===== src/hw/rtl/tcpq_pkg.sv =====
// ----------------------------------------------------------------------------
// tcpq_pkg
// Shared types and codes for the three-class priority queue.
// ----------------------------------------------------------------------------
package tcpq_pkg;

   localparam int NUM_CLASSES = 3;

   // operation codes
   localparam logic OP_ENQUEUE = 1'b0;
   localparam logic OP_DEQUEUE = 1'b1;

   // class codes
   localparam logic [1:0] CLS_REGULAR  = 2'd0;
   localparam logic [1:0] CLS_POOR     = 2'd1;
   localparam logic [1:0] CLS_CRITICAL = 2'd2;

   // result status codes
   localparam logic [1:0] ST_ENQUEUED = 2'd0;
   localparam logic [1:0] ST_DEQUEUED = 2'd1;
   localparam logic [1:0] ST_EMPTY    = 2'd2;
   localparam logic [1:0] ST_FULL     = 2'd3;

   // entry layout below the tag: {gender, age}
   localparam int AGE_BITS = 7;
   localparam int LOW_BITS = AGE_BITS + 1;

   // decision made by the pointer control for one transaction
   typedef struct packed {
      logic       wr_en;
      logic       rd_en;
      logic [1:0] status;
      logic [1:0] cls;
   } decision_type;

endpackage


===== src/hw/rtl/tcpq_store.sv =====
// ----------------------------------------------------------------------------
// tcpq_store
// Entry memory: one port, write or registered read.
// ----------------------------------------------------------------------------
module tcpq_store #(
   parameter int DEPTH = 192,
   parameter int WIDTH = 24
) (
   input  logic                     clock,
   input  logic                     wr_en,
   input  logic                     rd_en,
   input  logic [$clog2(DEPTH)-1:0] addr,
   input  logic [WIDTH-1:0]         wr_data,
   output logic [WIDTH-1:0]         rd_data
);

   logic [WIDTH-1:0] mem [DEPTH];
   logic [WIDTH-1:0] rd_data_ff;

   always_ff @(posedge clock) begin
      if (wr_en) begin
         mem[addr] <= wr_data;
      end
   end

   always_ff @(posedge clock) begin
      if (rd_en) begin
         rd_data_ff <= mem[addr];
      end
   end

   assign rd_data = rd_data_ff;

endmodule


===== src/hw/rtl/tcpq_ctrl.sv =====
// ----------------------------------------------------------------------------
// tcpq_ctrl
// Per-class ring pointers and counts; picks the class and memory address
// for each transaction and updates the ring state.
// ----------------------------------------------------------------------------
module tcpq_ctrl
   import tcpq_pkg::*;
#(
   parameter int CLASS_DEPTH = 64
) (
   input  logic                                         clock,
   input  logic                                         reset,
   input  logic                                         accept,
   input  logic                                         operation,
   input  logic [1:0]                                   in_class,
   output decision_type                                 decision,
   output logic [$clog2(NUM_CLASSES*CLASS_DEPTH)-1:0]   addr
);

   localparam int IDX_W  = $clog2(CLASS_DEPTH);
   localparam int CNT_W  = $clog2(CLASS_DEPTH + 1);
   localparam int ADDR_W = $clog2(NUM_CLASSES * CLASS_DEPTH);

   logic [IDX_W-1:0] head_ff  [NUM_CLASSES];
   logic [IDX_W-1:0] head_in  [NUM_CLASSES];
   logic [IDX_W-1:0] tail_ff  [NUM_CLASSES];
   logic [IDX_W-1:0] tail_in  [NUM_CLASSES];
   logic [CNT_W-1:0] count_ff [NUM_CLASSES];
   logic [CNT_W-1:0] count_in [NUM_CLASSES];

   logic [CNT_W-1:0] enq_count;
   logic [IDX_W-1:0] enq_tail;
   logic [IDX_W-1:0] deq_head;
   logic [1:0]       deq_cls;
   logic             nonempty;
   logic             enq_ok;
   logic             do_wr;
   logic             do_rd;
   logic [1:0]       act_cls;
   logic [IDX_W-1:0] act_slot;
   logic [ADDR_W-1:0] base;

   function automatic logic [IDX_W-1:0] ring_next(input logic [IDX_W-1:0] slot);
      ring_next = (slot == IDX_W'(CLASS_DEPTH - 1)) ? '0 : slot + 1'b1;
   endfunction

   // lookups for the enqueue class; the invalid class code reads as full
   always_comb begin
      case (in_class)
         CLS_REGULAR: begin
            enq_count = count_ff[0];
            enq_tail  = tail_ff[0];
         end
         CLS_POOR: begin
            enq_count = count_ff[1];
            enq_tail  = tail_ff[1];
         end
         CLS_CRITICAL: begin
            enq_count = count_ff[2];
            enq_tail  = tail_ff[2];
         end
         default: begin
            enq_count = CNT_W'(CLASS_DEPTH);
            enq_tail  = '0;
         end
      endcase
   end

   // strict priority: critical, then poor, then regular
   always_comb begin
      nonempty = 1'b1;
      if (count_ff[2] != '0) begin
         deq_cls  = CLS_CRITICAL;
         deq_head = head_ff[2];
      end else if (count_ff[1] != '0) begin
         deq_cls  = CLS_POOR;
         deq_head = head_ff[1];
      end else begin
         deq_cls  = CLS_REGULAR;
         deq_head = head_ff[0];
         nonempty = (count_ff[0] != '0);
      end
   end

   assign enq_ok   = (enq_count != CNT_W'(CLASS_DEPTH));
   assign do_wr    = accept && (operation == OP_ENQUEUE) && enq_ok;
   assign do_rd    = accept && (operation == OP_DEQUEUE) && nonempty;
   assign act_cls  = (operation == OP_ENQUEUE) ? in_class : deq_cls;
   assign act_slot = (operation == OP_ENQUEUE) ? enq_tail : deq_head;

   always_comb begin
      case (act_cls)
         CLS_POOR:     base = ADDR_W'(CLASS_DEPTH);
         CLS_CRITICAL: base = ADDR_W'(2 * CLASS_DEPTH);
         default:      base = '0;
      endcase
   end

   assign addr = base + ADDR_W'(act_slot);

   always_comb begin
      decision.wr_en = do_wr;
      decision.rd_en = do_rd;
      if (operation == OP_ENQUEUE) begin
         decision.status = enq_ok ? ST_ENQUEUED : ST_FULL;
         decision.cls    = CLS_REGULAR;
      end else begin
         decision.status = nonempty ? ST_DEQUEUED : ST_EMPTY;
         decision.cls    = nonempty ? deq_cls : CLS_REGULAR;
      end
   end

   always_comb begin
      for (int c = 0; c < NUM_CLASSES; c++) begin
         head_in[c]  = head_ff[c];
         tail_in[c]  = tail_ff[c];
         count_in[c] = count_ff[c];
         if (do_wr && (in_class == 2'(c))) begin
            tail_in[c]  = ring_next(tail_ff[c]);
            count_in[c] = count_ff[c] + 1'b1;
         end
         if (do_rd && (deq_cls == 2'(c))) begin
            head_in[c]  = ring_next(head_ff[c]);
            count_in[c] = count_ff[c] - 1'b1;
         end
      end
   end

   always_ff @(posedge clock) begin
      if (reset) begin
         for (int c = 0; c < NUM_CLASSES; c++) begin
            head_ff[c]  <= '0;
            tail_ff[c]  <= '0;
            count_ff[c] <= '0;
         end
      end else begin
         for (int c = 0; c < NUM_CLASSES; c++) begin
            head_ff[c]  <= head_in[c];
            tail_ff[c]  <= tail_in[c];
            count_ff[c] <= count_in[c];
         end
      end
   end

endmodule


===== src/hw/rtl/three_class_priority_queue.sv =====
// ----------------------------------------------------------------------------
// three_class_priority_queue
// Strict priority queue with three classes, FIFO within each class.
// ----------------------------------------------------------------------------
// In the cycle of acceptance a transaction updates the class ring pointers and
// addresses the entry memory; in the next cycle the memory's registered read
// data goes to the output register, or to the skid stage while the output is
// stalled. No new transaction is accepted while one is in its memory read
// cycle or held in the skid stage, since the entry memory has a single port.
// Results leave through an output register backed by a one-entry skid stage,
// so a new transaction is taken while an earlier result still waits on rsp_ready.
// Classes: 2 critical, 1 poor, 0 regular; a dequeue takes a critical record
// before any poor record, and a poor record before any regular record.
module three_class_priority_queue
   import tcpq_pkg::*;
#(
   parameter int CLASS_DEPTH = 64,
   parameter int TAG_BITS    = 16
) (
   input  logic                clock,
   input  logic                reset,
   input  logic                req_valid,
   output logic                req_ready,
   input  logic                req_operation,
   input  logic [1:0]          req_in_class,
   input  logic [AGE_BITS-1:0] req_in_age,
   input  logic                req_in_gender,
   input  logic [TAG_BITS-1:0] req_in_tag,
   output logic                rsp_valid,
   input  logic                rsp_ready,
   output logic [1:0]          rsp_status,
   output logic [1:0]          rsp_out_class,
   output logic [AGE_BITS-1:0] rsp_out_age,
   output logic                rsp_out_gender,
   output logic [TAG_BITS-1:0] rsp_out_tag
);

   localparam int DEPTH   = NUM_CLASSES * CLASS_DEPTH;
   localparam int ADDR_W  = $clog2(DEPTH);
   localparam int ENTRY_W = TAG_BITS + LOW_BITS;

   logic                accept;
   decision_type        decision;
   logic [ADDR_W-1:0]   addr;
   logic [ENTRY_W-1:0]  wr_data;
   logic [ENTRY_W-1:0]  rd_data;

   // transaction in its memory read cycle
   logic                a_valid_ff;
   logic [1:0]          a_status_ff;
   logic [1:0]          a_class_ff;
   logic [1:0]          a_class;
   logic [AGE_BITS-1:0] a_age;
   logic                a_gender;
   logic [TAG_BITS-1:0] a_tag;

   // skid stage
   logic                b_valid_ff;
   logic [1:0]          b_status_ff;
   logic [1:0]          b_class_ff;
   logic [AGE_BITS-1:0] b_age_ff;
   logic                b_gender_ff;
   logic [TAG_BITS-1:0] b_tag_ff;

   // output register
   logic                rsp_valid_ff;
   logic [1:0]          rsp_status_ff;
   logic [1:0]          rsp_class_ff;
   logic [AGE_BITS-1:0] rsp_age_ff;
   logic                rsp_gender_ff;
   logic [TAG_BITS-1:0] rsp_tag_ff;

   logic                out_free;

   assign req_ready = !a_valid_ff && !b_valid_ff;
   assign accept    = req_valid && req_ready;
   assign wr_data   = {req_in_tag, req_in_gender, req_in_age};

   tcpq_ctrl #(
      .CLASS_DEPTH (CLASS_DEPTH)
   ) u_ctrl (
      .clock     (clock),
      .reset     (reset),
      .accept    (accept),
      .operation (req_operation),
      .in_class  (req_in_class),
      .decision  (decision),
      .addr      (addr)
   );

   tcpq_store #(
      .DEPTH (DEPTH),
      .WIDTH (ENTRY_W)
   ) u_store (
      .clock   (clock),
      .wr_en   (decision.wr_en),
      .rd_en   (decision.rd_en),
      .addr    (addr),
      .wr_data (wr_data),
      .rd_data (rd_data)
   );

   always_ff @(posedge clock) begin
      if (reset) begin
         a_valid_ff <= 1'b0;
      end else begin
         a_valid_ff <= accept;
      end
      if (accept) begin
         a_status_ff <= decision.status;
         a_class_ff  <= decision.cls;
      end
   end

   // only a dequeue carries record fields
   always_comb begin
      if (a_status_ff == ST_DEQUEUED) begin
         a_class  = a_class_ff;
         a_age    = rd_data[AGE_BITS-1:0];
         a_gender = rd_data[AGE_BITS];
         a_tag    = rd_data[ENTRY_W-1:LOW_BITS];
      end else begin
         a_class  = CLS_REGULAR;
         a_age    = '0;
         a_gender = 1'b0;
         a_tag    = '0;
      end
   end

   assign out_free = !rsp_valid_ff || rsp_ready;

   // a and b are never both valid: b only fills from a, and nothing is
   // accepted while b holds a result
   always_ff @(posedge clock) begin
      if (reset) begin
         b_valid_ff   <= 1'b0;
         rsp_valid_ff <= 1'b0;
      end else begin
         if (b_valid_ff && out_free) begin
            b_valid_ff   <= 1'b0;
            rsp_valid_ff <= 1'b1;
         end else if (a_valid_ff && out_free) begin
            rsp_valid_ff <= 1'b1;
         end else if (a_valid_ff) begin
            b_valid_ff <= 1'b1;
         end else if (out_free) begin
            rsp_valid_ff <= 1'b0;
         end
      end
      if (b_valid_ff && out_free) begin
         rsp_status_ff <= b_status_ff;
         rsp_class_ff  <= b_class_ff;
         rsp_age_ff    <= b_age_ff;
         rsp_gender_ff <= b_gender_ff;
         rsp_tag_ff    <= b_tag_ff;
      end else if (a_valid_ff && out_free) begin
         rsp_status_ff <= a_status_ff;
         rsp_class_ff  <= a_class;
         rsp_age_ff    <= a_age;
         rsp_gender_ff <= a_gender;
         rsp_tag_ff    <= a_tag;
      end
      if (a_valid_ff && !out_free) begin
         b_status_ff <= a_status_ff;
         b_class_ff  <= a_class;
         b_age_ff    <= a_age;
         b_gender_ff <= a_gender;
         b_tag_ff    <= a_tag;
      end
   end

   assign rsp_valid      = rsp_valid_ff;
   assign rsp_status     = rsp_status_ff;
   assign rsp_out_class  = rsp_class_ff;
   assign rsp_out_age    = rsp_age_ff;
   assign rsp_out_gender = rsp_gender_ff;
   assign rsp_out_tag    = rsp_tag_ff;

   a_skid_exclusive: assert property (
      @(posedge clock) disable iff (reset) !(a_valid_ff && b_valid_ff))
      else $error("read stage and skid stage both hold a transaction");

   a_no_loss: assert property (
      @(posedge clock) disable iff (reset)
      (a_valid_ff && !out_free) |=> (b_valid_ff && rsp_valid_ff))
      else $error("result dropped while output stalled");

   a_dequeue_class: assert property (
      @(posedge clock) disable iff (reset)
      (rsp_valid_ff && (rsp_status_ff == ST_DEQUEUED)) |-> (rsp_class_ff <= CLS_CRITICAL))
      else $error("dequeued record carries an invalid class");

   a_idle_fields_zero: assert property (
      @(posedge clock) disable iff (reset)
      (rsp_valid_ff && (rsp_status_ff != ST_DEQUEUED)) |->
         (rsp_class_ff == CLS_REGULAR && rsp_age_ff == '0 &&
          !rsp_gender_ff && rsp_tag_ff == '0))
      else $error("non-dequeue result carries record fields");

endmodule


===== config.mk =====
export PLATFORM = sky130hd
export DESIGN_NAME = three_class_priority_queue
export DESIGN_NICKNAME = d
export VERILOG_FILES = /design/src/hw/rtl/tcpq_pkg.sv /design/src/hw/rtl/tcpq_store.sv /design/src/hw/rtl/tcpq_ctrl.sv /design/src/hw/rtl/three_class_priority_queue.sv
export SDC_FILE = /design/constraint.sdc
export NUM_CORES = 2
export LEC_CHECK = 0
export BUFFER_PORTS_ARGS = -buffer_cell sky130_fd_sc_hd__buf_4
export CORE_UTILIZATION = 30
export CTS_CLUSTER_DIAMETER = 50
export DETAILED_ROUTE_END_ITERATION = 16
export HOLD_SLACK_MARGIN = 0.06
export SYNTH_ARGS = -nofsm -noshare
export SYNTH_HDL_FRONTEND = slang
export SYNTH_MEMORY_MAX_BITS = 65536
export SYNTH_SLANG_ARGS = --single-unit

===== constraint.sdc =====
create_clock -name clock -period 7.3 [get_ports clock]
set_input_delay 1.825 -clock clock [delete_from_list [all_inputs] [get_ports clock]]
set_output_delay 1.825 -clock clock [all_outputs]
set_load 0.01 [all_outputs]

==> qor.yml <==
place.detailed.instances: 19800
swShare: 0.258
fmax_ghz: 0.152
hold_bufs_inserted_after_cts: 0
num_rows: 289
worst_hold_slack_ns: 0.474
status: "finished with violations"
cts_resized: 0
leakagePower_uw: 0.0682
switchingPower_uw: 15500
clock_sinks: 4752
period_share: 0.902
largest_driver_fanout_on_the_critical_path: 25
number_of_design_rule_violations_left_after_detail_routing: 4
min-delay-path-class: "flip-flop to flip-flop"
timing.hold.worst.start: "a_status_ff[0]$_DFFE_PN_"
setup_violations: 0
clkSlewWorstSetupHoldPaths_ns: 0.07
io_pins: 61
layout.nets: 12100
slew_headroom: -0.0520
synth-seq-cells: 4752
synthesis.nets: 11600
commonest_cells_after_routing_fill_and_taps_aside: "sky130_fd_sc_hd__edfxtp_1 (4692), sky130_fd_sc_hd__nand2_1 (1997), sky130_fd_sc_hd__buf_4 (640), sky130_fd_sc_hd__and3_1 (491), sky130_fd_sc_hd__a211oi_1 (473)"
first_global_vias: 107000
cts-buffers-inserted: 463
finalWorstPathRequiredPeriod_ns: 6.59
hold_crit_endpoint: "b_status_ff[0]$_DFFE_PP_"
htree_levels: 5
whs_path_depth: 0
start_kind: "primary input"
grt_overflow: 0
layout.cell_area.non_filler_sq_um: 216000
worst_pin_slew_ns: 1.56
drtIter0Drc: 20200
synth_cell_types: 82
ff2ff_path_depth: 12
ctsRootBufferMaster: "sky130_fd_sc_hd__clkbuf_16"
synth_cells: 11600
port_buffers: 60
reg2reg_to: "u_store.rd_data[7]$_DFFE_PP_"
cts_post_setup_buffers_inserted: 0
timing.setup.tns_ns: 0
grt_setup_unrepaired: "no"
total_power_divided_by_cell_area_nw_per_um2: 278
timing.reg2reg.setup_slack_ns: 0.76
clockPowerShare: 0.391
area.growth.synth_to_final_pct: 16.1
groute.usage.overall: 0.199
dp_worst_setup_slack_ns: -0.0461
design.core.area_sq_um: 619000
hold_viol_final: 0
initial_core_util: 0.301
routedWlPerCell_um: 31.1
die-area_sq_um: 624000
yosysWarnings: 0
layout_cells_sized_above_1: 0.175
post_route_worst_setup_slack_ns: 0.713
failing_checks: "DRC, capacitance limit, slew limit"
final.setup_skew_ns: 0.0967
detailed_route_wl_mm: 648
clock_latency_ns: 1.11
synth_enable_flop_cells: 4692
grt_pass1_wl_mm: 885
clk_path_buf_depth: 4
pint_uw: 44600
post_place_instance_area_sq_um: 201000
timing.setup.critical_path_class: "primary input to flip-flop"
firstDrtPassIters: 14
synth_area_per_cell_sq_um: 16.1
power.share.combinational: 0.107
peak_supply_drop_uv: 237
end_kind: "flip-flop"
routabilityCongestion: 0.978
hpwl_mm: 393
power.share.sequential: 0.502
reg2reg_from: "u_ctrl.count_ff[0][8]$_SDFFE_PP0P_"
grt_max_degree: 153
syn-cell-area_sq_um: 186000
initial_antenna_violation_count: 80
route.vias.total: 116000
worst_ep_required_time_ns: 8.14
maxCapViolations: 2
die_width_um: 790
mostFrequentLayoutCell: "sky130_fd_sc_hd__edfxtp_1"
stdcell_count: 20800
timing.final.max_slew_violations: 4
tritoncts: "built"
synth_sequential_area_ratio: 0.763
die_h_um: 790
ys_dominant_reg_cell: "sky130_fd_sc_hd__edfxtp_1"
detail-route-antenna-nets: 0
ys_async_sr_fraction: 0
viasPerCell: 5.55
timing.critical_path.arrival_ns: 7.43
-- metal layers --
metal / vias up / GRT usage / share of wire
met5: - / 0 / 0.00041
met2: 8108 / 0.295 / 0.44
met1: 59600 / 0.268 / 0.37
met4: 38 / 0.102 / 0.060
li1: 46600 / - / -
met3: 1397 / 0.0542 / 0.13
-- critical path: stages --
cell                       delay [ns]
sky130_fd_sc_hd__buf_4           0.33
sky130_fd_sc_hd__nand4b_1        0.28
sky130_fd_sc_hd__o31ai_1         0.92
sky130_fd_sc_hd__or2_4           0.59
sky130_fd_sc_hd__buf_4           0.33
sky130_fd_sc_hd__nor2_4          0.18
sky130_fd_sc_hd__buf_12          0.30
sky130_fd_sc_hd__a22o_1          0.31
sky130_fd_sc_hd__a211oi_1        1.21
sky130_fd_sc_hd__o21ai_0         0.58
sky130_fd_sc_hd__o311a_1         0.50
-- flip-flops by register name, indices dropped and copies added (netlist names), 16 cells and up --
register / count
b_tag_ff: 16
u_store.mem: 4608
u_ctrl.head_ff: 18
rsp_out_tag: 16
u_store.rd_data: 24
u_ctrl.tail_ff: 18
u_ctrl.count_ff: 21
-- power groups by stage --
stage	registers [uW]	logic [uW]	clock network [uW]
floorplan	30700	2760	0
global placement	30700	6170	0
detailed placement	30700	6190	0
CTS	30100	6210	23600
global route	30100	6500	24600
finish	30200	6460	23500
-- worst max-delay path by stage --
stage               cells after the start                          startpoint                       endpoint
detailed placement                     11                       req_operation   u_store.rd_data[5]$_DFFE_PP_
global placement                       12                       req_operation   u_store.rd_data[4]$_DFFE_PP_
global route                           12  u_ctrl.count_ff[0][8]$_SDFFE_PP0P_   u_store.rd_data[7]$_DFFE_PP_
CTS                                    11                       req_operation   u_store.rd_data[5]$_DFFE_PP_
finish                                 11                       req_operation   u_store.rd_data[5]$_DFFE_PP_
floorplan                              12                     req_in_class[0]  u_store.mem[155][0]$_DFFE_PP_
-- kinds of logic (layout without fill, tap and decap cells) --
| kind of cell | Yosys count | in the layout | synth area share |
|---|---|---|---|
| buffers and inverters | 824 | 1660 | 0.0218 |
| AOI/OAI and AO/OA | 1795 | 1795 | 0.0676 |
| DFF | 4752 | 4752 | 0.763 |
| muxes | 546 | 546 | 0.0579 |
| and+or+nand+nor | 3573 | 3573 | 0.0856 |
| xor gates and xnor gates | 44 | 44 | 0.00207 |
| other | 0 | 152 | 0 |
| adders and majority gates | 26 | 26 | 0.00187 |
-- cells in the mapped netlist (all sizes together) (75+ instances only) --
| cell type | count | area (sq um) |
|---|---|---|
| mux4 | 421 | 9480 |
| a22oi | 176 | 1320 |
| nand3 | 482 | 2410 |
| o21ai | 87 | 435 |
| a211oi | 474 | 3560 |
| nand2 | 2014 | 7570 |
| edfxtp | 4692 | 141000 |
| and3 | 491 | 3070 |
| o22ai | 78 | 488 |
| clkbuf | 332 | 1250 |
| a311oi | 165 | 1450 |
| a21oi | 238 | 1190 |
| buf | 470 | 2740 |
| nand4 | 75 | 469 |
| a31oi | 357 | 2230 |
| mux2i | 94 | 941 |
| nor2 | 322 | 1220 |
-- layout make-up --
| class | instances | area, sq um |
|---|---|---|
| well taps | 8293 | 10400 |
| repair buffers | 780 | 7380 |
| multi-input cells | 5984 | 41100 |
| clock buffers | 567 | 12100 |
| diodes | 152 | 380 |
| flip-flops and latches | 4752 | 142000 |
| fillers | 58200 | 403000 |
| inverters | 22 | 82.6 |
| clock inverters | 291 | 2610 |
-- per-stage QoR --
step / utilization / power (uW)
floorplan: - / 33400
global placement: 0.325 / 36900
detailed placement: 0.325 / 36900
CTS: 0.349 / 60000
global route: 0.349 / 61200
finish: 0.349 / 60100
No activity file was read; power rests on OpenSTA's default activity.
